$ cat config.mk
export PLATFORM = sky130hd
export DESIGN_NAME = two_wire_display_serializer
export DESIGN_NICKNAME = d
export VERILOG_FILES = /design/src/rtl/core/tdws_pkg.sv /design/src/rtl/core/tdws_fifo.sv /design/src/rtl/core/tdws_link.sv /design/src/rtl/core/two_wire_display_serializer.sv
export SDC_FILE = /design/constraint.sdc
export NUM_CORES = 1
export LEC_CHECK = 0
export BUFFER_PORTS_ARGS = -buffer_cell sky130_fd_sc_hd__buf_2
export CORE_UTILIZATION = 24
export DETAILED_ROUTE_END_ITERATION = 10
export GPL_TIMING_DRIVEN = 0
export PLACE_DENSITY_LB_ADDON = 0.15
export SLEW_MARGIN = 30
export SYNTH_ARGS = -nofsm -noshare
export SYNTH_HDL_FRONTEND = slang
export SYNTH_SLANG_ARGS = --single-unit
$ cat constraint.sdc
create_clock -name clk -period 3.3 [get_ports clk]
set_clock_uncertainty 0.05 [all_clocks]
set_input_delay 0.99 -clock clk [delete_from_list [all_inputs] [get_ports clk]]
set_output_delay 0.99 -clock clk [all_outputs]
set_load 0.02 [all_outputs]
$ cat src/rtl/core/tdws_pkg.sv
// ----------------------------------------------------------------------------
// Two-wire display serializer package
// Shared types and constants for the serializer core.
// ----------------------------------------------------------------------------
package tdws_pkg;

	localparam int DEF_FIFO_DEPTH      = 16;
	localparam int DEF_MAX_FRAME_BYTES = 16;
	localparam int HALVES_PER_BYTE     = 18;
	localparam int NAK_BITS            = 16;

	typedef enum logic [3:0] {
		PH_IDLE         = 4'd0,
		PH_BITS         = 4'd1,
		PH_GAP          = 4'd2,
		PH_STOP_END_HI  = 4'd3,
		PH_STOP_END_REL = 4'd4,
		PH_STOP_RE_HI   = 4'd5,
		PH_STOP_RE_REL  = 4'd6,
		PH_RESTART      = 4'd7,
		PH_STOP_END_LO  = 4'd8
	} phase_t;

	typedef struct packed {
		logic       last;
		logic       cmd;
		logic [7:0] data_byte;
	} fifo_entry_t;

	typedef struct packed {
		logic empty;
		logic full;
	} fifo_stat_t;

endpackage

$ cat src/rtl/core/tdws_fifo.sv
// ----------------------------------------------------------------------------
// Byte FIFO
// Queues bytes with their flags; the head entry is kept in a register that
// is refreshed from the memory every cycle, with write bypass.
// ----------------------------------------------------------------------------
module tdws_fifo #(
	parameter int FIFO_DEPTH = tdws_pkg::DEF_FIFO_DEPTH
) (
	input  logic                 clk,
	input  logic                 arst_n,
	input  logic                 push,
	input  tdws_pkg::fifo_entry_t wdata,
	input  logic                 pop,
	output tdws_pkg::fifo_entry_t head,
	output tdws_pkg::fifo_stat_t  stat
);
	import tdws_pkg::*;

	localparam int PTR_W = $clog2(FIFO_DEPTH);
	localparam int CNT_W = $clog2(FIFO_DEPTH + 1);

	fifo_entry_t       mem [FIFO_DEPTH];
	fifo_entry_t       head_q;
	logic [PTR_W-1:0]  rd_ptr_q;
	logic [PTR_W-1:0]  wr_ptr_q;
	logic [CNT_W-1:0]  count_q;
	logic [PTR_W-1:0]  rd_ptr_n;
	logic              wr_en;

	function automatic logic [PTR_W-1:0] ptr_inc(input logic [PTR_W-1:0] p);
		ptr_inc = (p == PTR_W'(FIFO_DEPTH - 1)) ? '0 : p + PTR_W'(1);
	endfunction

	assign stat.full  = (count_q == CNT_W'(FIFO_DEPTH));
	assign stat.empty = (count_q == '0);
	assign wr_en      = push && !stat.full;
	assign rd_ptr_n   = pop ? ptr_inc(rd_ptr_q) : rd_ptr_q;
	assign head       = head_q;

	always_ff @(posedge clk or negedge arst_n) begin
		if (!arst_n) begin
			rd_ptr_q <= '0;
			wr_ptr_q <= '0;
			count_q  <= '0;
		end else begin
			rd_ptr_q <= rd_ptr_n;
			if (wr_en) begin
				wr_ptr_q <= ptr_inc(wr_ptr_q);
				count_q  <= count_q + CNT_W'(1);
			end else if (pop) begin
				count_q  <= count_q - CNT_W'(1);
			end
		end
	end

	always_ff @(posedge clk) begin
		if (wr_en) begin
			mem[wr_ptr_q] <= wdata;
		end
		if (wr_en && (wr_ptr_q == rd_ptr_n)) begin
			head_q <= wdata;
		end else begin
			head_q <= mem[rd_ptr_n];
		end
	end

endmodule

$ cat src/rtl/core/tdws_link.sv
// ----------------------------------------------------------------------------
// Link sequencer
// Half-period state machine for START, data bits, ack and STOP framing.
// ----------------------------------------------------------------------------
module tdws_link #(
	parameter int MAX_FRAME_BYTES = tdws_pkg::DEF_MAX_FRAME_BYTES
) (
	input  logic                  clk,
	input  logic                  arst_n,
	input  logic                  tick,
	input  logic                  sample,
	input  tdws_pkg::fifo_entry_t head,
	input  tdws_pkg::fifo_stat_t  fstat,
	output logic                  pop,
	output logic                  clk_n,
	output logic                  dio_n,
	output logic                  busy_n,
	output logic                  done,
	output logic [15:0]           nak_n
);
	import tdws_pkg::*;

	localparam int IDX_W = $clog2(MAX_FRAME_BYTES + 1);

	phase_t            phase_q, phase_n;
	logic [4:0]        cnt_q, cnt_n;
	logic [7:0]        shift_q, shift_n;
	logic [IDX_W-1:0]  idx_q, idx_n;
	logic [15:0]       nak_q;
	logic              last_q, last_n;
	logic              clk_q, dio_q;
	logic              gap_last;

	assign gap_last = head.last ||
		({1'b0, idx_q} >= (IDX_W + 1)'(MAX_FRAME_BYTES - 1));

	always_ff @(posedge clk or negedge arst_n) begin
		if (!arst_n) begin
			phase_q <= PH_IDLE;
			cnt_q   <= '0;
			shift_q <= '0;
			idx_q   <= '0;
			nak_q   <= '0;
			last_q  <= 1'b0;
			clk_q   <= 1'b1;
			dio_q   <= 1'b1;
		end else begin
			phase_q <= phase_n;
			cnt_q   <= cnt_n;
			shift_q <= shift_n;
			idx_q   <= idx_n;
			nak_q   <= nak_n;
			last_q  <= last_n;
			clk_q   <= clk_n;
			dio_q   <= dio_n;
		end
	end

	always_comb begin
		phase_n = phase_q;
		cnt_n   = cnt_q;
		shift_n = shift_q;
		idx_n   = idx_q;
		nak_n   = nak_q;
		last_n  = last_q;
		clk_n   = clk_q;
		dio_n   = dio_q;
		pop     = 1'b0;
		done    = 1'b0;
		if (tick) begin
			unique case (phase_q)
				PH_IDLE: begin
					clk_n = 1'b1;
					dio_n = 1'b1;
					if (!fstat.empty) begin
						pop     = 1'b1;
						nak_n   = '0;
						idx_n   = '0;
						shift_n = head.data_byte;
						last_n  = head.last || (MAX_FRAME_BYTES <= 1);
						dio_n   = 1'b0;
						cnt_n   = '0;
						phase_n = PH_BITS;
					end
				end
				PH_BITS: begin
					clk_n = cnt_q[0];
					dio_n = (cnt_q < 5'd16) ? shift_q[cnt_q[3:1]] : 1'b1;
					if (cnt_q == 5'(HALVES_PER_BYTE - 1)) begin
						if (sample && (8'(idx_q) < 8'(NAK_BITS))) begin
							nak_n = nak_q | (16'd1 << idx_q);
						end
						idx_n   = idx_q + IDX_W'(1);
						cnt_n   = '0;
						phase_n = last_q ? PH_STOP_END_LO : PH_GAP;
					end else begin
						cnt_n = cnt_q + 5'd1;
					end
				end
				PH_GAP: begin
					clk_n = 1'b0;
					dio_n = 1'b1;
					if (!fstat.empty) begin
						pop     = 1'b1;
						shift_n = head.data_byte;
						last_n  = gap_last;
						if (head.cmd) begin
							dio_n   = 1'b0;
							cnt_n   = '0;
							phase_n = PH_STOP_RE_HI;
						end else begin
							// first bit half goes out right away
							dio_n   = head.data_byte[0];
							cnt_n   = 5'd1;
							phase_n = PH_BITS;
						end
					end
				end
				PH_STOP_RE_HI: begin
					clk_n   = 1'b1;
					dio_n   = 1'b0;
					phase_n = PH_STOP_RE_REL;
				end
				PH_STOP_RE_REL: begin
					clk_n   = 1'b1;
					dio_n   = 1'b1;
					phase_n = PH_RESTART;
				end
				PH_RESTART: begin
					clk_n   = 1'b1;
					dio_n   = 1'b0;
					cnt_n   = '0;
					phase_n = PH_BITS;
				end
				PH_STOP_END_LO: begin
					clk_n   = 1'b0;
					dio_n   = 1'b0;
					phase_n = PH_STOP_END_HI;
				end
				PH_STOP_END_HI: begin
					clk_n   = 1'b1;
					dio_n   = 1'b0;
					phase_n = PH_STOP_END_REL;
				end
				PH_STOP_END_REL: begin
					clk_n   = 1'b1;
					dio_n   = 1'b1;
					last_n  = 1'b0;
					done    = 1'b1;
					phase_n = PH_IDLE;
				end
				default: begin
					clk_n   = 1'b1;
					dio_n   = 1'b1;
					phase_n = PH_IDLE;
				end
			endcase
		end
		busy_n = (phase_n != PH_IDLE);
	end

endmodule

$ cat src/rtl/core/two_wire_display_serializer.sv
// ----------------------------------------------------------------------------
// Two-wire display serializer
// Write-only two-wire link master: queued bytes go out with START/STOP
// framing, one half clock period per tick word, with ack sampling.
// ----------------------------------------------------------------------------
// Throughput: one word per cycle unless m_tready stalls the result register;
// each tick word is one pass through the link state machine and each push
// word one FIFO write attempt, between the input register and the result register.
// Reset: asynchronous; lines high, link idle, FIFO empty, NAK mask zero.
// FIFO storage itself is not cleared.
module two_wire_display_serializer #(
	parameter int FIFO_DEPTH      = tdws_pkg::DEF_FIFO_DEPTH,
	parameter int MAX_FRAME_BYTES = tdws_pkg::DEF_MAX_FRAME_BYTES
) (
	input  logic        clk,
	input  logic        arst_n,
	input  logic        s_tvalid,
	output logic        s_tready,
	input  logic [15:0] s_tdata,  // byte_value[7:0], dio_sample[8], zero pad
	input  logic [1:0]  s_tuser,  // operation[0], starts_command[1]
	input  logic        s_tlast,
	output logic        m_tvalid,
	input  logic        m_tready,
	output logic [23:0] m_tdata,  // clk_out[0], dio_out[1], busy_res[2],
	                              // nak_mask[18:3], zero pad
	output logic        m_tuser,  // push_rejected[0]
	output logic        m_tlast
);
	import tdws_pkg::*;

	logic        valid_s1;
	logic        op_s1;
	logic [7:0]  byte_s1;
	logic        cmd_s1;
	logic        last_s1;
	logic        dio_s1;
	logic        advance;

	logic        m_valid_q;
	logic        clk_out_q;
	logic        dio_out_q;
	logic        busy_q;
	logic        done_q;
	logic [15:0] nak_q;
	logic        rej_q;

	fifo_entry_t wdata;
	fifo_entry_t head;
	fifo_stat_t  fstat;
	logic        push;
	logic        tick;
	logic        pop;
	logic        clk_n;
	logic        dio_n;
	logic        busy_n;
	logic        done;
	logic [15:0] nak_n;

	assign advance  = valid_s1 && (!m_valid_q || m_tready);
	assign s_tready = !valid_s1 || advance;
	assign push     = advance && !op_s1;
	assign tick     = advance && op_s1;

	assign wdata.last      = last_s1;
	assign wdata.cmd       = cmd_s1;
	assign wdata.data_byte = byte_s1;

	always_ff @(posedge clk or negedge arst_n) begin
		if (!arst_n) begin
			valid_s1 <= 1'b0;
		end else if (s_tvalid && s_tready) begin
			valid_s1 <= 1'b1;
		end else if (advance) begin
			valid_s1 <= 1'b0;
		end
	end

	always_ff @(posedge clk) begin
		if (s_tvalid && s_tready) begin
			op_s1   <= s_tuser[0];
			cmd_s1  <= s_tuser[1];
			byte_s1 <= s_tdata[7:0];
			dio_s1  <= s_tdata[8];
			last_s1 <= s_tlast;
		end
	end

	tdws_fifo #(
		.FIFO_DEPTH(FIFO_DEPTH)
	) u_fifo (
		.clk    (clk),
		.arst_n (arst_n),
		.push   (push),
		.wdata  (wdata),
		.pop    (pop),
		.head   (head),
		.stat   (fstat)
	);

	tdws_link #(
		.MAX_FRAME_BYTES(MAX_FRAME_BYTES)
	) u_link (
		.clk    (clk),
		.arst_n (arst_n),
		.tick   (tick),
		.sample (dio_s1),
		.head   (head),
		.fstat  (fstat),
		.pop    (pop),
		.clk_n  (clk_n),
		.dio_n  (dio_n),
		.busy_n (busy_n),
		.done   (done),
		.nak_n  (nak_n)
	);

	always_ff @(posedge clk or negedge arst_n) begin
		if (!arst_n) begin
			m_valid_q <= 1'b0;
		end else if (advance) begin
			m_valid_q <= 1'b1;
		end else if (m_tready) begin
			m_valid_q <= 1'b0;
		end
	end

	always_ff @(posedge clk) begin
		if (advance) begin
			clk_out_q <= clk_n;
			dio_out_q <= dio_n;
			busy_q    <= busy_n;
			done_q    <= done;
			nak_q     <= nak_n;
			rej_q     <= push && fstat.full;
		end
	end

	assign m_tvalid = m_valid_q;
	assign m_tdata  = {5'd0, nak_q, busy_q, dio_out_q, clk_out_q};
	assign m_tuser  = rej_q;
	assign m_tlast  = done_q;

	a_pop_nonempty: assert property (@(posedge clk) disable iff (!arst_n)
		pop |-> (tick && !fstat.empty))
		else $error("pop from empty FIFO");

	a_done_lines: assert property (@(posedge clk) disable iff (!arst_n)
		(m_valid_q && done_q) |-> (clk_out_q && dio_out_q && !busy_q))
		else $error("frame end without released lines");

	a_rej_push: assert property (@(posedge clk) disable iff (!arst_n)
		(m_valid_q && rej_q) |-> !done_q)
		else $error("rejected push marked as frame end");

	a_push_no_pop: assert property (@(posedge clk) disable iff (!arst_n)
		push |-> (!pop && !done))
		else $error("push word moved the link");

endmodule

==> impl_summary.txt, run 1 <==
----------------------------------------------------
[Placement]
  Placed instance count ... approximately 1200
  Placed cell areas ... 0.0113 mm^2
  Worst slack, placed ... -338 ps
  Port Buf Inserts ... 38
  HPWL after detailed placement ... 16000 um
  Routability cong. ... roughly 0.8

[Final layout]
  Fraction of final layout cells with drive strength greater than 1 ... 28.4%
  Post-layout nets ... between 700 and 800
  Util after Layout ... slightly below 30%
  Design Area, Final ... 0.0122 mm^2
  Commonest non-fill, non-tap cells in the layout ... edfxtp_1, dfrtp_1, mux4_2, buf_2, clkbuf_16
  Area added between synthesis and finish ... 19.7%
  Filler-free cell count of the finished design ... 1228
  Antenna diode count ... 0
  Leading cell type in the layout, fill and taps excluded ... edfxtp_1

[Clock network]
  Number of buffers inserted for hold repair after clock tree synthesis ... 0
  Clk Latency, worst-skew pair ... about 570 ps
  Number of instances resized during post-cts repair ... 0
  Setup bufs post-CTS ... 0
  Max clock buf depth ... 3
  Clock-pin slew on the worst setup and hold paths ... 60 ps
  # H-tree levels ... 1
  Total clock buffers created by CTS ... 29
  TritonCTS clock tree ... yes
  Clk sinks ... between 200 and 300
  Root cell of the clock tree ... clkbuf_16

[Route]
  Detailed Route Iter0 Violations ... roughly 270
  DRC violation count after routing ... 0
  Wirelength per Cell ... approximately 20 um
  Vias/cell ... between 4 and 5
  First-pass DRT Iterations ... 6
  Total via count in the routed design ... 5393
  Routed Wire Length ... approximately 24000 um
  Number of nets still failing antenna checks after routing ... 0

[Worst setup path]
  Critical path data required time ... around 3500 ps
  Worst-case register-to-register setup slack ... 310 ps
  Capturing element type of the critical path ... register
  Classification of the worst setup path ... primary input to register
  Maximum fanout along the worst path ... 10
  Critical Path Start Type ... primary input
  Arrival time at the worst endpoint ... between 3000 and 4000 ps
  R2R depth ... 5
  End of the worst register-to-register path ... u_link.shift_q[4]

[Yosys]
  Synthesized instance count ... between 500 and 600
  YS warnings ... 0
  Average size of a mapped cell ... 17.6 um^2
  Count of distinct cell types in the synthesized netlist ... 57
  Library cell with the largest summed area after synthesis ... edfxtp_1
  Cell area after synthesis ... 0.0102 mm^2
  Number of enable flip-flop cells after synthesis ... slightly below 200
  Leading register cell type out of synthesis ... edfxtp_1
  FFs w/ async S/R, synth ... 22.1%
  Sequential share of the synthesized area ... about 71%
  Area share of the leading cell type in the synthesized netlist ... between 50% and 60%
  Total of flip-flops plus latches after synthesis ... 253
  Leading cell types by total area after synthesis ... edfxtp_1, dfrtp_1, mux4_2, ha_1, mux2_2

[Hold path]
  Hold Crit Endpoint ... u_link.clk_q
  Worst hold path cell count ... 2
  Startpoint of the tightest hold check path ... u_link.clk_q
  Class of the worst hold path ... register to register

[Job]
  Count of maximum capacitance violations ... 0

[Pwr]
  VDD IR max ... between 0.3 and 0.4 mV
  Cell area power density ... between 700 and 800 mW/mm^2
  Leak ... around 4.3 nW
  Clock group share of total power ... 34.7%
  Final total power ... approximately 9.5 mW
  Share of total power consumed by net switching ... between 20% and 30%
  Net load switching power ... approximately 2.7 mW
  Cell Int Power ... around 6.8 mW
  Portion of total power attributed to combinational logic ... a little under a quarter
  Part of the power in registers ... 41.7%

[STA]
  Final count of negative-setup-slack endpoints ... 0
  Final critical-path setup slack ... between 200 and 300 ps
  Slew @ Worst Pin ... 920 ps
  Final Hold Violating Endpoints ... 0
  Aggregate negative setup slack ... 0 ps
  Setup repair after global routing missed its margin ... no
  Highest Clock Rate ... 0.330 GHz
  Shortest period the worst path allows ... between 3000 and 4000 ps
  Final-report max-slew violation count ... 0
  Final clock period utilization by the worst path ... 91.9%
  Max-slew headroom at the worst pin ... 38.7%
  Worst slack on hold paths ... about 430 ps

[Outcome]
  Result of the run ... completed

[Global route]
  Global-route wire length before repair ... 36900 um
  Vias in the first global route ... a little under 6000
  Number of antenna violations at the first check in global routing ... 0
  Global route overflow ... 0
  Largest net degree at the start of global routing ... 57
  Aggregate global-route resource usage ... between 10 and 15%

[Floorplan]
  Site Rows ... between 70 and 80
  Horiz. Die Dim ... between 200 and 250 um
  Initial core utilization ... 24.3%
  Placeable core region ... between 0.04 and 0.05 mm^2
  Die outline area ... between 0.04 and 0.05 mm^2
  I/O pin cnt ... 51
  Die boundary height ... 209 um

----------------------------------------------------
## state kept, by name, indices dropped and copies added, names as in the netlist, 4 cells and up, named ones only
name	flops
u_link.idx_q	5
u_link.shift_q	8
u_fifo.wr_ptr_q	4
nak_q	16
u_link.phase_q	4
u_link.nak_q	16
u_fifo.mem	160
u_fifo.count_q	5
u_fifo.rd_ptr_q	4
u_link.cnt_q	5
byte_s1	8
## synthesized netlist by cell type (13+ instances only)
| cell type | number |
|---|---|
| ha_1 | 17 |
| a21oi_1 | 13 |
| nand2_1 | 29 |
| edfxtp_1 | 193 |
| mux4_2 | 48 |
| o21ai_0 | 15 |
| nor2_1 | 27 |
| nand3_1 | 13 |
| mux2_2 | 15 |
| inv_1 | 14 |
| dfrtp_1 | 54 |
## worst max path at each step
stage                   from          endpoint  slack (ps)  cells past startpoint
global route        m_tready  u_fifo.mem[0][9]         120                      8
global placement    m_tready  u_fifo.mem[3][4]       -1350                      7
floorplan           m_tready  u_fifo.mem[3][0]         170                      6
CTS                 register     u_link.last_q          30                      7
detailed placement  m_tready  u_fifo.mem[0][4]        -340                      8
finish              m_tready  u_fifo.mem[0][4]         270                      8
## metal layers
| metal | wire [um] | up-vias | track usage (%) |
|---|---|---|---|
| li1 | - | 2456 | - |
| met1 | 10100 | 2796 | 13.8 |
| met2 | 12500 | 107 | 20.5 |
| met3 | 830 | 34 | 2.05 |
| met4 | 520 | 0 | 2.71 |
| met5 | 0 | - | 0 |
## power groups by stage
stage / clock network (mW) / logic (mW) / registers [mW]
4_1_cts: 3.41 / 2.31 / 3.96
3_5_place_dp: 0 / 2.30 / 4.02
6_report: 3.30 / 2.24 / 3.95
2_1_floorplan: 0 / 1.62 / 3.96
3_3_place_gp: 0 / 2.22 / 4.00
5_1_grt: 3.52 / 2.47 / 3.99
## worst max-delay path, cell delays in order
cell	delay, ps
buf_2	80
nand2b_1	190
nand2_1	110
nor3b_1	350
clkbuf_1	370
nand2_1	250
nor3_2	610
buf_4	300
## cells by family after synthesis
kind of cell,Yosys count,synth area share [%]
xor gates and xnor gates,7,0.599
other,1,0.0366
DFF,253,71.1
and+or+nand+nor,118,6.00
AOI/OAI and AO/OA,70,4.83
buffers and inverters,45,2.14
adders and majority gates,18,2.27
muxes,71,13.0
## cell type report
| type | instances | area (um^2) |
|---|---|---|
| tap | 539 | 674 |
| inverter | 14 | 52.6 |
| clock buffer | 41 | 802 |
| clock inverter | 13 | 180 |
| sequential | 253 | 7280 |
| timing repair buffer | 48 | 290 |
| buffer | 31 | 168 |
| multi-input combinational | 289 | 2800 |
| fill | 4140 | 29800 |
Power figures use the tool's default switching activity.
==> run 2: changes to the inputs <==
--- a/config.mk
+++ b/config.mk
@@ -9,8 +9,9 @@
 export CORE_UTILIZATION = 24
 export DETAILED_ROUTE_END_ITERATION = 10
 export GPL_TIMING_DRIVEN = 0
-export PLACE_DENSITY_LB_ADDON = 0.15
+export PLACE_DENSITY = 0.43
 export SLEW_MARGIN = 30
 export SYNTH_ARGS = -nofsm -noshare
 export SYNTH_HDL_FRONTEND = slang
+export SYNTH_HIERARCHICAL = 1
 export SYNTH_SLANG_ARGS = --single-unit
==> impl_summary.txt, run 2 <==
----------------------------------------------------
[Outcome]
  Result of the run ... completed

[Final layout]
  Design Area, Final ... 0.0124 mm^2 (+1.3%)
  Number of flip-flops under the largest register name ... 160 (unchanged)
  Post-layout nets ... 739 (+4.5%)
  Util after Layout ... 28.7% (-0.39 points)
  Leading cell type in the layout, fill and taps excluded ... edfxtp_1
  Most flop-heavy register ... u_fifo/mem
  Biggest registers after layout ... u_fifo/mem x160, nak_q x16, u_link/nak_q x16
  Antenna diode count ... 0 (unchanged)
  Area added between synthesis and finish ... 17.8%
  Fraction of final layout cells with drive strength greater than 1 ... 24.4% (-4.1 points)
  Commonest non-fill, non-tap cells in the layout ... edfxtp_1, dfrtp_1, buf_2, nand2_1, clkbuf_16
  Filler-free cell count of the finished design ... 1303 (+6.1%)

[Worst setup path]
  Ordered cell list for the critical path ... buf_1 > mux4_2 > a22oi_1 > nand2_1 > and4b_1 > a211o_1 > a2bb2oi_1 > o211ai_1
  Worst stage delay on the critical path ... 600 ps (about the same)
  Critical Path Start Type ... register
  Maximum fanout along the worst path ... 10 (unchanged)
  Critical path data required time ... 3530 ps (about the same)
  Highest-delay cell along the critical path ... buf_1
  Classification of the worst setup path ... register to register
  Arrival time at the worst endpoint ... 3220 ps (-40 ps)
  Capturing element type of the critical path ... register

[Route]
  Vias/cell ... 4.27 (-2.8%)
  Detailed Route Iter0 Violations ... 381 (+42%)
  DRC violation count after routing ... 0 (unchanged)
  Total via count in the routed design ... 5560 (+3.1%)
  Wirelength per Cell ... 17.6 um (-9.6%)
  First-pass DRT Iterations ... 4 (-2)
  Routed Wire Length ... 22900 um (-4.1%)
  Number of nets still failing antenna checks after routing ... 0 (unchanged)

[Floorplan]
  Die outline area ... 0.0447 mm^2 (+2.9%)
  Initial core utilization ... 24.4% (+0.055 points)
  Die boundary height ... 212 um (+1.4%)
  Horiz. Die Dim ... 212 um (+1.4%)
  Site Rows ... 76 (+1.3%)
  Placeable core region ... 0.0432 mm^2 (+2.7%)
  I/O pin cnt ... 51 (unchanged)

[Clock network]
  Max clock buf depth ... 3 (unchanged)
  Clk Latency, worst-skew pair ... 560 ps (about the same)
  Number of buffers inserted for hold repair after clock tree synthesis ... 0 (unchanged)
  # H-tree levels ... 1 (unchanged)
  Clk sinks ... 253 (unchanged)
  Total clock buffers created by CTS ... 27 (-6.9%)
  Root cell of the clock tree ... clkbuf_16
  TritonCTS clock tree ... yes
  Number of instances resized during post-cts repair ... 0 (unchanged)
  Clock-pin slew on the worst setup and hold paths ... 60 ps (about the same)
  Setup bufs post-CTS ... 0 (unchanged)

[Global route]
  Aggregate global-route resource usage ... 10.6% (-0.70 points)
  Vias in the first global route ... 5770 (-2.6%)
  Number of antenna violations at the first check in global routing ... 0 (unchanged)
  Global-route wire length before repair ... 35400 um (-4.1%)
  Largest net degree at the start of global routing ... 57 (unchanged)
  Global route overflow ... 0 (unchanged)

[STA]
  Slew @ Worst Pin ... 814 ps (-106 ps)
  Aggregate negative setup slack ... 0 ps (unchanged)
  Final critical-path setup slack ... 308 ps (+40.7 ps)
  Final-report max-slew violation count ... 0 (unchanged)
  Worst slack on hold paths ... 455 ps (+27.4 ps)
  Shortest period the worst path allows ... 2990 ps (-40.7 ps)
  Final count of negative-setup-slack endpoints ... 0 (unchanged)
  Max-slew headroom at the worst pin ... 45.5% (+6.9 points)
  Highest Clock Rate ... 0.334 GHz (+1.4%)
  Final Hold Violating Endpoints ... 0 (unchanged)
  Setup repair after global routing missed its margin ... no
  Final clock period utilization by the worst path ... 90.7% (-1.2 points)

[Yosys]
  Most common cell in the synthesized netlist ... edfxtp_1
  Library cell with the largest summed area after synthesis ... edfxtp_1
  Cell area after synthesis ... 0.0105 mm^2 (+2.9%)
  Area share of the leading cell type in the synthesized netlist ... 55.0% (-1.6 points)
  Leading cell types by total area after synthesis ... edfxtp_1, dfrtp_1, mux4_2, mux4_1, ha_1
  Leading register cell type out of synthesis ... edfxtp_1
  YS warnings ... 6 (+6)
  Count of distinct cell types in the synthesized netlist ... 74 (+30%)
  Sequential share of the synthesized area ... 69.1% (-2.0 points)
  Average size of a mapped cell ... 16.9 um^2 (-3.5%)
  Most numerous cell types in the synthesized netlist ... edfxtp_1, dfrtp_1, nand2_1
  FFs w/ async S/R, synth ... 22.1% (unchanged)
  Number of enable flip-flop cells after synthesis ... 193 (unchanged)
  Total of flip-flops plus latches after synthesis ... 253 (unchanged)
  Synthesized instance count ... 622 (+6.7%)

[Pwr]
  Final total power ... 9.27 mW (-2.3%)
  VDD IR max ... 0.435 mV (+15%)
  Leak ... 4.35 nW (+1.4%)
  Cell area power density ... 747 mW/mm^2 (-3.5%)

[Placement]
  Placed instance count ... 1253 (+6.7%)
  Routability cong. ... 0.752 (-5.4%)
  HPWL after detailed placement ... 14900 um (-6.7%)
  Worst slack, placed ... -250 ps (+88.2 ps)
  Port Buf Inserts ... 38 (unchanged)
  Placed cell areas ... 0.0115 mm^2 (+2.5%)

[Hold path]
  Class of the worst hold path ... register to register

[Job]
  Count of maximum capacitance violations ... 0 (unchanged)

----------------------------------------------------
run 2: worst max-delay path, delay by kind of cell (launching register included):
family	cells	cell delay, ps
and+or+nand+nor	2	430
AOI/OAI and AO/OA	4	810
muxes	1	430
buffers and inverters	1	600
DFF	1	400
run 2: cell families (layout without fill, tap and decap cells):
logic type                 count (synthesis)  count (layout)  share of synthesized area, %
adders and majority gates                 19              19                          2.33
buffers and inverters                     55             147                          2.82
other                                      1               5                        0.0356
and+or+nand+nor                          145             145                          7.98
muxes                                     57              57                          11.1
DFF                                      253             253                          69.1
xor gates and xnor gates                   6               6                         0.499
AOI/OAI and AO/OA                         86              86                          6.11
run 2: power by group:
| part | switching [mW] | leakage (nW) | internal, mW | total (mW) |
|---|---|---|---|---|
| Sequential | 0.241 | 2.52 | 3.75 | 4.00 |
| Clock | 1.26 | 0.428 | 1.65 | 2.91 |
| Combinational | 1.35 | 1.40 | 1.02 | 2.37 |
| Total | 2.84 | 4.35 | 6.43 | 9.27 |
run 2: worst paths after layout:
path / from / endpoint / slack, ps / depth (start not counted)
setup / recovery: register / busy_q / 310 / 8
hold / removal: u_link/shift_q[5] / u_link/shift_q[5] / 450 / 1
setup reg to reg: register / busy_q / 310 / 8
hold reg to reg: u_link/shift_q[5] / u_link/shift_q[5] / 450 / 1
max in group asynchronous: arst_n / u_link/cnt_q[0] / 2240 / 1
min in group asynchronous: arst_n / u_link/nak_q[9] / 460 / 1
run 2: final cells by class:
type                       count  area (um^2)
multi-input combinational    318         3020
buffer                        36          225
fill                        4356        30800
clock inverter                17          124
clock buffer                  33          728
tap                          585          732
timing repair buffer          42          226
inverter                      19         71.3
sequential                   253         7280
run 2: layer usage:
layer,track usage (%),share of wire (%),vias to the layer above
met1,14.3,46,2843
met2,17.3,47,104
met4,3.05,2.2,0
met3,2.14,4.3,31
li1,-,-,2582
met5,0,0,-
